<file path="config.mk">
export PLATFORM = sky130hd
export DESIGN_NAME = lspfd_cell_pipe
export DESIGN_NICKNAME = d
export VERILOG_FILES = /design/src/rtl/lspfd_pkg.sv /design/src/rtl/lspfd_cell_pipe.sv
export SDC_FILE = /design/constraint.sdc
export NUM_CORES = 2
export LEC_CHECK = 0
export BUFFER_PORTS_ARGS = -buffer_cell sky130_fd_sc_hd__buf_2
export CAP_MARGIN = 25
export CORE_AREA = 2 2 249 251
export CTS_CLUSTER_DIAMETER = 30
export DETAILED_ROUTE_END_ITERATION = 10
export DIE_AREA = 0 0 251 253
export PLACE_DENSITY = 0.82
export SLEW_MARGIN = 0
export SYNTH_ARGS = -nofsm -noshare
export SYNTH_HDL_FRONTEND = slang
export SYNTH_SLANG_ARGS = --single-unit
export TNS_END_PERCENT = 5
</file>
<file path="constraint.sdc">
create_clock -name clk -period 13.47 [get_ports clk]
set_clock_uncertainty 0.05 [all_clocks]
set_input_delay 2.0205 -clock clk [delete_from_list [all_inputs] [get_ports clk]]
set_output_delay 2.0205 -clock clk [all_outputs]
set_load 0.01 [all_outputs]
</file>
<file path="src/rtl/lspfd_pkg.sv">
package lspfd_pkg;

  // Storage and field sizes.
  localparam int MAX_COLS   = 1024;
  localparam int SCORE_BITS = 20;
  localparam int TRANS_BITS = 20;
  localparam int CNT_W      = 11;
  localparam int CFG_DATA_W = 20;
  localparam int CFG_IDX_W  = 3;

  localparam int COL_W  = (MAX_COLS > 1) ? $clog2(MAX_COLS) : 1;
  localparam int CMP_W  = ($clog2(MAX_COLS + 1) > CNT_W) ? $clog2(MAX_COLS + 1) : CNT_W;
  localparam int WIDE_W = ((SCORE_BITS > TRANS_BITS) ? SCORE_BITS : TRANS_BITS) + 2;

  localparam int S_TDATA_W = ((SCORE_BITS + 7) / 8) * 8;
  localparam int M_TDATA_W = ((3 * SCORE_BITS + 7) / 8) * 8;

  // Log-sum-exp correction: applied while the operand gap is below CORR_LIMIT,
  // indexed by the gap shifted right by CORR_SHIFT.
  localparam int CORR_LIMIT = 2048;
  localparam int CORR_SHIFT = 6;
  localparam int CORR_IDX_W = 5;

  localparam logic [7:0] CORR_TAB [32] = '{
    8'd177, 8'd147, 8'd121, 8'd99, 8'd80, 8'd64, 8'd52, 8'd41,
    8'd32,  8'd26,  8'd20,  8'd16, 8'd12, 8'd10, 8'd8,  8'd6,
    8'd5,   8'd4,   8'd3,   8'd2,  8'd2,  8'd1,  8'd1,  8'd1,
    8'd1,   8'd0,   8'd0,   8'd0,  8'd0,  8'd0,  8'd0,  8'd0
  };

  typedef logic signed [SCORE_BITS-1:0] score_t;
  typedef logic signed [TRANS_BITS-1:0] trans_t;
  typedef logic signed [WIDE_W-1:0]     wide_t;
  typedef logic [COL_W-1:0]             col_t;

  // The most negative code stands for log zero.
  localparam score_t VAL_MIN = {1'b1, {(SCORE_BITS-1){1'b0}}};
  localparam score_t VAL_MAX = {1'b0, {(SCORE_BITS-1){1'b1}}};

  typedef enum logic [CFG_IDX_W-1:0] {
    REG_COL_COUNT = 3'd0,
    REG_TRANS_MD  = 3'd1,
    REG_TRANS_DD  = 3'd2,
    REG_TRANS_MI  = 3'd3,
    REG_TRANS_II  = 3'd4
  } cfg_reg_t;

  // One cell's three state values; also one row-memory entry.
  typedef struct packed {
    score_t m;
    score_t d;
    score_t i;
  } triple_t;

  localparam triple_t LZ3 = '{m: VAL_MIN, d: VAL_MIN, i: VAL_MIN};

  // Per-cell bookkeeping that follows the cell down the pipeline.
  typedef struct packed {
    col_t   col;
    logic   first_row;
    logic   first_cell;
    logic   last;
    score_t score;
  } cell_tag_t;

  typedef struct packed {
    triple_t fwd;
    logic    last;
  } result_t;

  // Occupancy of the pipeline, used by the hazard check at the input.
  typedef struct packed {
    logic ld1;
    logic s1_valid;
    col_t s1_col;
    logic s2_valid;
    col_t s2_col;
    logic s3_valid;
    col_t s3_col;
    logic s3_leave;
  } pipe_status_t;

  function automatic score_t sat_w(input wide_t x);
    score_t r;
    if (x > wide_t'(VAL_MAX)) begin
      r = VAL_MAX;
    end else if (x < wide_t'(VAL_MIN)) begin
      r = VAL_MIN;
    end else begin
      r = score_t'(x);
    end
    return r;
  endfunction

  function automatic score_t add_sat(input score_t a, input score_t b);
    return sat_w(wide_t'(a) + wide_t'(b));
  endfunction

  // Add a transition; log zero stays log zero.
  function automatic score_t add_lz(input score_t v, input trans_t t);
    score_t r;
    if (v == VAL_MIN) begin
      r = VAL_MIN;
    end else begin
      r = sat_w(wide_t'(v) + wide_t'(t));
    end
    return r;
  endfunction

  // Two-way log-sum-exp: max plus a table correction; log zero operands drop out.
  function automatic score_t lse2(input score_t a, input score_t b);
    wide_t  aw;
    wide_t  bw;
    wide_t  mx;
    wide_t  d;
    score_t r;
    aw = wide_t'(a);
    bw = wide_t'(b);
    mx = (aw > bw) ? aw : bw;
    d  = (aw > bw) ? (aw - bw) : (bw - aw);
    if (d < wide_t'(CORR_LIMIT)) begin
      mx = mx + wide_t'(CORR_TAB[d[CORR_IDX_W+CORR_SHIFT-1:CORR_SHIFT]]);
    end
    if (a == VAL_MIN) begin
      r = b;
    end else if (b == VAL_MIN) begin
      r = a;
    end else begin
      r = sat_w(mx);
    end
    return r;
  endfunction

endpackage

</file>
<file path="src/rtl/lspfd_cell_pipe.sv">
module lspfd_cell_pipe
  import lspfd_pkg::*;
(
  input  logic         clk,
  input  logic         rst,
  input  logic         acc,
  input  cell_tag_t    acc_tag,
  input  triple_t      rd_data,
  input  trans_t       trans_md,
  input  trans_t       trans_dd,
  input  trans_t       trans_mi,
  input  trans_t       trans_ii,
  input  logic         res_ready,
  output pipe_status_t status,
  output logic         res_valid,
  output result_t      res,
  output logic         wr_en,
  output col_t         wr_addr,
  output triple_t      wr_data
);

  logic      s1_valid, s2_valid, s3_valid;
  cell_tag_t s1_tag, s2_tag, s3_tag;
  triple_t   s2_u;
  score_t    s3_p, s3_q, s3_nd;

  triple_t   diag, left;
  logic      wb_valid;
  col_t      wb_addr;
  triple_t   wb_data;

  logic      ld_res, ld3, ld2, ld1;
  triple_t   u_fwd, u1;
  triple_t   dg;
  score_t    p_c, q_c, nd_c;
  score_t    lm, li, nm, ni;

  assign ld_res = !res_valid || res_ready;
  assign ld3    = !s3_valid || ld_res;
  assign ld2    = !s2_valid || ld3;
  assign ld1    = !s1_valid || ld2;

  // Stage 1: row memory data, patched with the most recent write-back.
  always_comb begin
    u_fwd = (wb_valid && (wb_addr == s1_tag.col)) ? wb_data : rd_data;
    u1    = s1_tag.first_row ? LZ3 : u_fwd;
  end

  // Stage 2: delete value and the two halves of the diagonal sum.
  always_comb begin
    dg   = s2_tag.first_cell ? LZ3 : diag;
    p_c  = lse2(dg.m, dg.d);
    q_c  = lse2(dg.i, '0);
    nd_c = lse2(add_lz(s2_u.m, trans_md), add_lz(s2_u.d, trans_dd));
  end

  // Stage 3: match and insert; insert closes the loop on the left neighbor.
  always_comb begin
    lm = s3_tag.first_cell ? VAL_MIN : left.m;
    li = s3_tag.first_cell ? VAL_MIN : left.i;
    ni = lse2(add_lz(lm, trans_mi), add_lz(li, trans_ii));
    nm = (s3_tag.score == VAL_MIN) ? VAL_MIN : add_sat(lse2(s3_p, s3_q), s3_tag.score);
  end

  assign wr_en   = s3_valid && ld_res;
  assign wr_addr = s3_tag.col;
  assign wr_data = '{m: nm, d: s3_nd, i: ni};

  always_ff @(posedge clk) begin
    if (rst) begin
      s1_valid  <= 1'b0;
      s2_valid  <= 1'b0;
      s3_valid  <= 1'b0;
      res_valid <= 1'b0;
      wb_valid  <= 1'b0;
      diag      <= LZ3;
      left      <= LZ3;
    end else begin
      if (ld1) begin
        s1_valid <= acc;
      end
      if (ld2) begin
        s2_valid <= s1_valid;
      end
      if (ld3) begin
        s3_valid <= s2_valid;
      end
      if (ld_res) begin
        res_valid <= s3_valid;
      end
      if (ld3 && s2_valid) begin
        diag <= s2_tag.last ? LZ3 : s2_u;
      end
      if (wr_en) begin
        wb_valid <= 1'b1;
        left     <= s3_tag.last ? LZ3 : '{m: nm, d: VAL_MIN, i: ni};
      end
    end
  end

  always_ff @(posedge clk) begin
    if (ld1) begin
      s1_tag <= acc_tag;
    end
    if (ld2) begin
      s2_tag <= s1_tag;
      s2_u   <= u1;
    end
    if (ld3) begin
      s3_tag <= s2_tag;
      s3_p   <= p_c;
      s3_q   <= q_c;
      s3_nd  <= nd_c;
    end
    if (wr_en) begin
      wb_addr <= wr_addr;
      wb_data <= wr_data;
      res     <= '{fwd: wr_data, last: s3_tag.last};
    end
  end

  assign status = '{
    ld1:      ld1,
    s1_valid: s1_valid,
    s1_col:   s1_tag.col,
    s2_valid: s2_valid,
    s2_col:   s2_tag.col,
    s3_valid: s3_valid,
    s3_col:   s3_tag.col,
    s3_leave: ld_res
  };

endmodule

</file>
# [Yosys cells after proc, flatten, opt, wreduce, memory -nomap -nowiden]
# Memories as Yosys holds them, arrays and structs flattened.
# Index checks and enable logic that the tools add are counted.
[word_totals] rom_bits=1280 register_bits=393 latch_bits=0 output_inout_bits=168 mem_bits_rw=0 mem_count=5
[mem_list] name="(no name shown)" words=32 word_bits=8 rd=1 rd_clocked_by_memory_dff=0 wr=0 line_no="lspfd_pkg.sv:122" source="mx = mx + wide_t'(CORR_TAB[d[CORR_IDX_W+CORR_SHIFT-1:CORR_SHIFT]]);"
[mem_list] name="(no name shown)" words=32 word_bits=8 rd=1 rd_clocked_by_memory_dff=0 wr=0 line_no="lspfd_pkg.sv:122"
[mem_list] name="(no name shown)" words=32 word_bits=8 rd=1 rd_clocked_by_memory_dff=0 wr=0 line_no="lspfd_pkg.sv:122"
[mem_list] name="(no name shown)" words=32 word_bits=8 rd=1 rd_clocked_by_memory_dff=0 wr=0 line_no="lspfd_pkg.sv:122"
[mem_list] name="(no name shown)" words=32 word_bits=8 rd=1 rd_clocked_by_memory_dff=0 wr=0 line_no="lspfd_pkg.sv:122"
[classes] order_cmp=35 muxes=64 n_reduce_logical=12 n_mul=0 div=0 eq_ne=15 n_shift=0 bitwise=5 n_addsub=19
[ops] operator="$mux W20" n=34
[ops] operator="$mux W22" n=15
[ops] operator="$eq A20 B20 Y1 const B" n=14
[ops] operator="$mux W60" n=4
[ops] operator="$sub A20 B20 Y21" n=8
[ops] operator="$add A22 B9 Y22" n=5
[ops] operator="$gt A22 B20 Y1 const B" n=5
[ops] operator="$lt A22 B13 Y1 const B" n=5
[ops] operator="$lt A22 B20 Y1 const B" n=5
[ops] operator="$add A20 B20 Y21" n=5
[ops] operator="$gt A21 B20 Y1 const B" n=5
[ops] operator="$lt A21 B20 Y1 const B" n=5
[ops] operator="$gt A20 B20 Y1" n=4
[ops] operator="$mux W8" n=10
[ops] operator="$ge A5 B6 Y1 const B" n=5
[ops] operator="$not A5 Y5" n=5
[ops] operator="$sub A1 B20 Y21 const A" n=1
[ops] operator="$gt A20 B1 Y1 const B" n=1
[ops] operator="$mux W19" n=1
[ops] operator="$eq A10 B10 Y1" n=1
[ops] operator="$logic_not A1 Y1" n=4
[ops] operator="$logic_or A1 B1 Y1" n=4
[ops] operator="$logic_and A1 B1 Y1" n=3
[ops] operator="$reduce_or A2 Y1" n=1

# [Logic depth before layout (Yosys ltp)]
[logic_depth] ltp_word=20 depth_mapped=55 mapped_depth_nobuf=49

# [Least setup slack after synthesis]
# OpenSTA, ideal clock, no wires.
[synth_path] path_type="input-to-output" from="in trans_mi[0]" to="out wr_data[1] in the netlist's numbering" arrival_ns=10.866 n_path_buf=4 stages=45 setup_slack_ns=0.534 cell_sequence="ha_1 inv_1 fa_1 nor2b_1 o311ai_1 a21oi_1 o41a_1 or3_1 buf_2 o21a_1 buf_2 a21oi_2 ha_1 and2_1 a221oi_1 o21ai_1 a22oi_2 a31o_2 [... 9 more ...] ha_1 a22oi_1 mux2i_1 ha_1 fa_1 a21oi_1 nor2_1 nor2_1 o21bai_1 a21oi_1 o21bai_1 a21oi_1 a21o_1 inv_1 nor2_1 nand2_1 a21boi_0 o21ai_0"
[synth_lines] item="from (decl)" line_no="lspfd_cell_pipe.sv:11" source="input trans_t trans_mi,"
[synth_lines] item="to (decl)" line_no="lspfd_cell_pipe.sv:19" source="output triple_t wr_data"

==> metrics.txt <==
Post-Syn Area 0.0374 sq mm; source of the critical timing path trans_mi[0]; Detail Route Antenna Nets 0; type of the tightest min-delay check register to register; Clk Latency, worst-skew pair between 0.6 and 0.7 ns; number of primary I/O pins 345; maximum root-to-sink buffer count 3; number of nets at the end of the flow about 5,300; Reg-to-Reg End s3_nd[17]; Final Hold Viols 0; number of design-rule violations left by the first detailed-router iteration 5,031; top flip-flop cell by instance count after synthesis edfxtp_1; clock tree sinks 393; Data required, critical path between 10 and 15 ns; hold-critical path endpoint s2_tag[16]; wire per inst 23.4 um; Post-Synthesis Net Count slightly above 5,000; final routed DRC violation total 0; number of instances on the worst hold path 0; mean area per synthesized cell 8.23 sq um; Power per Cell Area 228 mW/mm^2; CTS tree built; count of flip-flops with a built-in enable after synthesis ~290; sequential share of the synthesized area 28.8%; most frequent cell on the critical path nor2_1; router iterations before antenna repair 7; worst path arrival time 10.93 ns; number of vias after detailed routing 37,700; classification of the worst setup path input pin to output pin; post-synthesis cell count 4,540; launch point of the worst reg-to-reg path s2_u[20]; core outline area 0.0610 sq mm; final RePlAce weighted congestion 1.06; FMAX 76.9 MHz; effective utilization at floorplan 61.2%; die span in y 253 um; Slowest-stage cell, CP o41a_1; maximum number of pins on one net before global-route repair 103; maximum vdd drop 0.290 mV; max-capacitance violation count 0; register-to-register setup slack 2.65 ns; GRT Total Usage 39.9%; launch point of the worst hold path s1_tag[16]; setup repair after global routing missed its margin true; final critical delay including setup and external delays roughly 13 ns; total die area 0.0635 sq mm; net load switching power 4.56 mW; initial antenna violation count 7; clock-pin slew on the worst setup and hold paths approximately 0.05 ns; asr flop ratio synth 0%; fraction of layout cells with a size suffix above 1 15.9%; biggest cell delay along the critical path about 0.45 ns; TritonCTS Buffers 78; post-route cell area between 0.04 and 0.05 sq mm; setup TNS after final layout 0 ns; master cell of the clock root buffer clkbuf_16; Yosys Warn Count 0; Slew @ Worst Pin 1.06 ns; total count of max-transition violations in the final report 0; total congestion overflow after global routing 0; placed instance area 0.0397 sq mm; Max Fanout on Critical Path 8; internal cell power around 5.2 mW; R2R cell count 38; leakage power figure 18.9 nW; flip-flop and latch count after synthesis 393; critical path capture point type output pin; number of global-route vias before repair 34,700; outcome finished, final reports clean; Die Wd ~250 um; Clk network pwr share 20.4%; number of port buffers 344; final critical-path share of the clock period between 90% and 100%; number of different library cells in the post-synthesis netlist 130; Rows between 90 and 100; H-Tree Depth 3; setup violation total in the final timing report 0; Worst Setup Start Kind input pin; post-DP HPWL 102,000 um; Slew Limit Headroom 27.8%; wire length of the first global-routing pass 199,000 um; part of the total power dissipated in sequential elements 15.7%; area growth from synthesis to final layout 14.3%; Gate power share 63.9%; switching part of the total 46.8%; drt via density 6.65; detailed-route wire length 132,000 um
## routing by layer
| layer | global-route usage (%) | part of all wire, % | vias up |
|---|---|---|---|
| li1 | - | - | 17300 |
| met1 | 52.8 | 40 | 17700 |
| met2 | 62.6 | 44 | 2251 |
| met3 | 8.06 | 10 | 455 |
| met4 | 19.2 | 5.4 | 8 |
| met5 | 0 | 0.043 | - |
## critical path: cells and delay by family
family | cells | cell delay [ns]
simple gates | 9 | 1.70
mux | 4 | 0.70
fa+ha+maj | 5 | 1.38
buf+inv | 8 | 1.10
compound gates | 20 | 3.99
## Yosys cell counts (30+ instances only)
cell type  instances  area share (%)
a21oi_1          495             6.6
nand2_1          451             4.5
nand2b_1          62             1.0
nor3_1            94             1.3
and2_1            39            0.65
and3_1            32            0.54
o21a_1            46            0.92
clkbuf_1         151             1.5
nor2_1           363             3.6
ha_1             336              11
xnor2_1          127             3.0
o22ai_1           40            0.67
mux2i_1           64             1.7
nor2b_1           78             1.3
nor3b_1           65             1.3
buf_4             52             1.0
a211oi_1          37            0.74
o21ai_0          252             3.4
a21o_1           105             2.1
a211o_1           36            0.84
nor4_1            64             1.1
edfxtp_1         288              23
buf_2             47            0.63
a31oi_1           51            0.85
inv_1            259             2.6
mux2_2            37             1.1
nand3_1           86             1.2
o211ai_1          36            0.72
xor2_1            62             1.5
nand4_1           57            0.95
o21bai_1          30            0.60
dfxtp_1          105             5.6
## logic make-up after synthesis
logic type | Yosys count | share of synthesized area [%]
buffers and inverters | 537 | 6.11
muxes | 103 | 2.93
xor gates and xnor gates | 189 | 4.43
AOI/OAI and AO/OA | 1457 | 25.8
DFF | 393 | 28.8
adders and majority gates | 349 | 11.9
and+or+nand+nor | 1512 | 20.1
## power by group through the flow
stage	combinational [mW]	clock (mW)	sequential (mW)
floorplan	4.14	0	1.53
global placement	5.89	0	1.54
detailed placement	5.91	0	1.54
CTS	5.98	1.99	1.52
global route	6.68	2.05	1.53
finish	6.22	1.99	1.53
## sequential cells by signal, indices dropped and copies added, names as in the netlist, 10 cells and up
register	count
left	40
wb_addr	10
wb_data	60
s3_tag	22
s3_nd	20
wr_addr	10
s3_q	20
diag	60
status	20
s3_p	20
s2_u	60
s2_tag	22
s1_tag	23
## layout make-up
type	count	area, sq um
multi-input combinational	3610	24600
fill	4945	18300
sequential	393	10800
timing repair buffer	463	2640
clock buffer	99	2160
inverter	267	1010
tap	790	988
clock inverter	46	587
antenna	1	2.50
## metrics by stage
stage	hold slack, ns	power, mW	worst slack [ns]	utilization, %	instances
after floorplan	0.350	5.67	0.534	-	4540
after global placement	0.352	7.44	0.400	65.0	5513
after detailed placement	0.355	7.45	0.218	65.0	5513
after CTS	0.365	9.50	0.0133	69.6	5658
after global routing	0.369	10.3	-0.101	70.0	5669
final	0.365	9.74	0.465	70.0	5669
## what timing repair did
| item | CTS | global route |
|---|---|---|
| buffers inserted | 0 | 8 |
| gates resized for setup | 1 | 49 |
| pin swaps | 0 | 2 |
| endpoints found under the setup margin | 1 | 40 |
| hold buffers | 0 | 0 |
## cells in the final DEF (no fill, tap or decap), types with 36 or more instances in the layout
cell and n:
nand2b_1 62, nor4_1 63, dfxtp_1 105, a21oi_1 487
inv_1 257, mux2_2 37, buf_4 117, a21o_1 105
buf_2 344, nand4_1 57, and2_1 37, o22ai_1 39
o211ai_1 36, xnor2_1 127, nand3_1 85, nor2_1 356
a211o_1 36, nand2_1 447, o21ai_0 245, nor3b_1 65
xor2_1 62, mux2i_1 64, nor3_1 90, edfxtp_1 288
a31oi_1 51, nor2b_1 78, clkbuf_16 80, ha_1 330
o21a_1 45, a211oi_1 37
## worst max-delay path by stage
stage | to | slack, ns | cells after the start
final | wr_data[7] | 0.46 | 46
after global routing | wr_data[17] | -0.10 | 47
after global placement | wr_data[1] | 0.40 | 46
after floorplan | wr_data[1] | 0.53 | 45
after detailed placement | wr_data[1] | 0.22 | 46
after CTS | wr_data[55] | 0.01 | 50
Power figures use the tool's default switching activity.
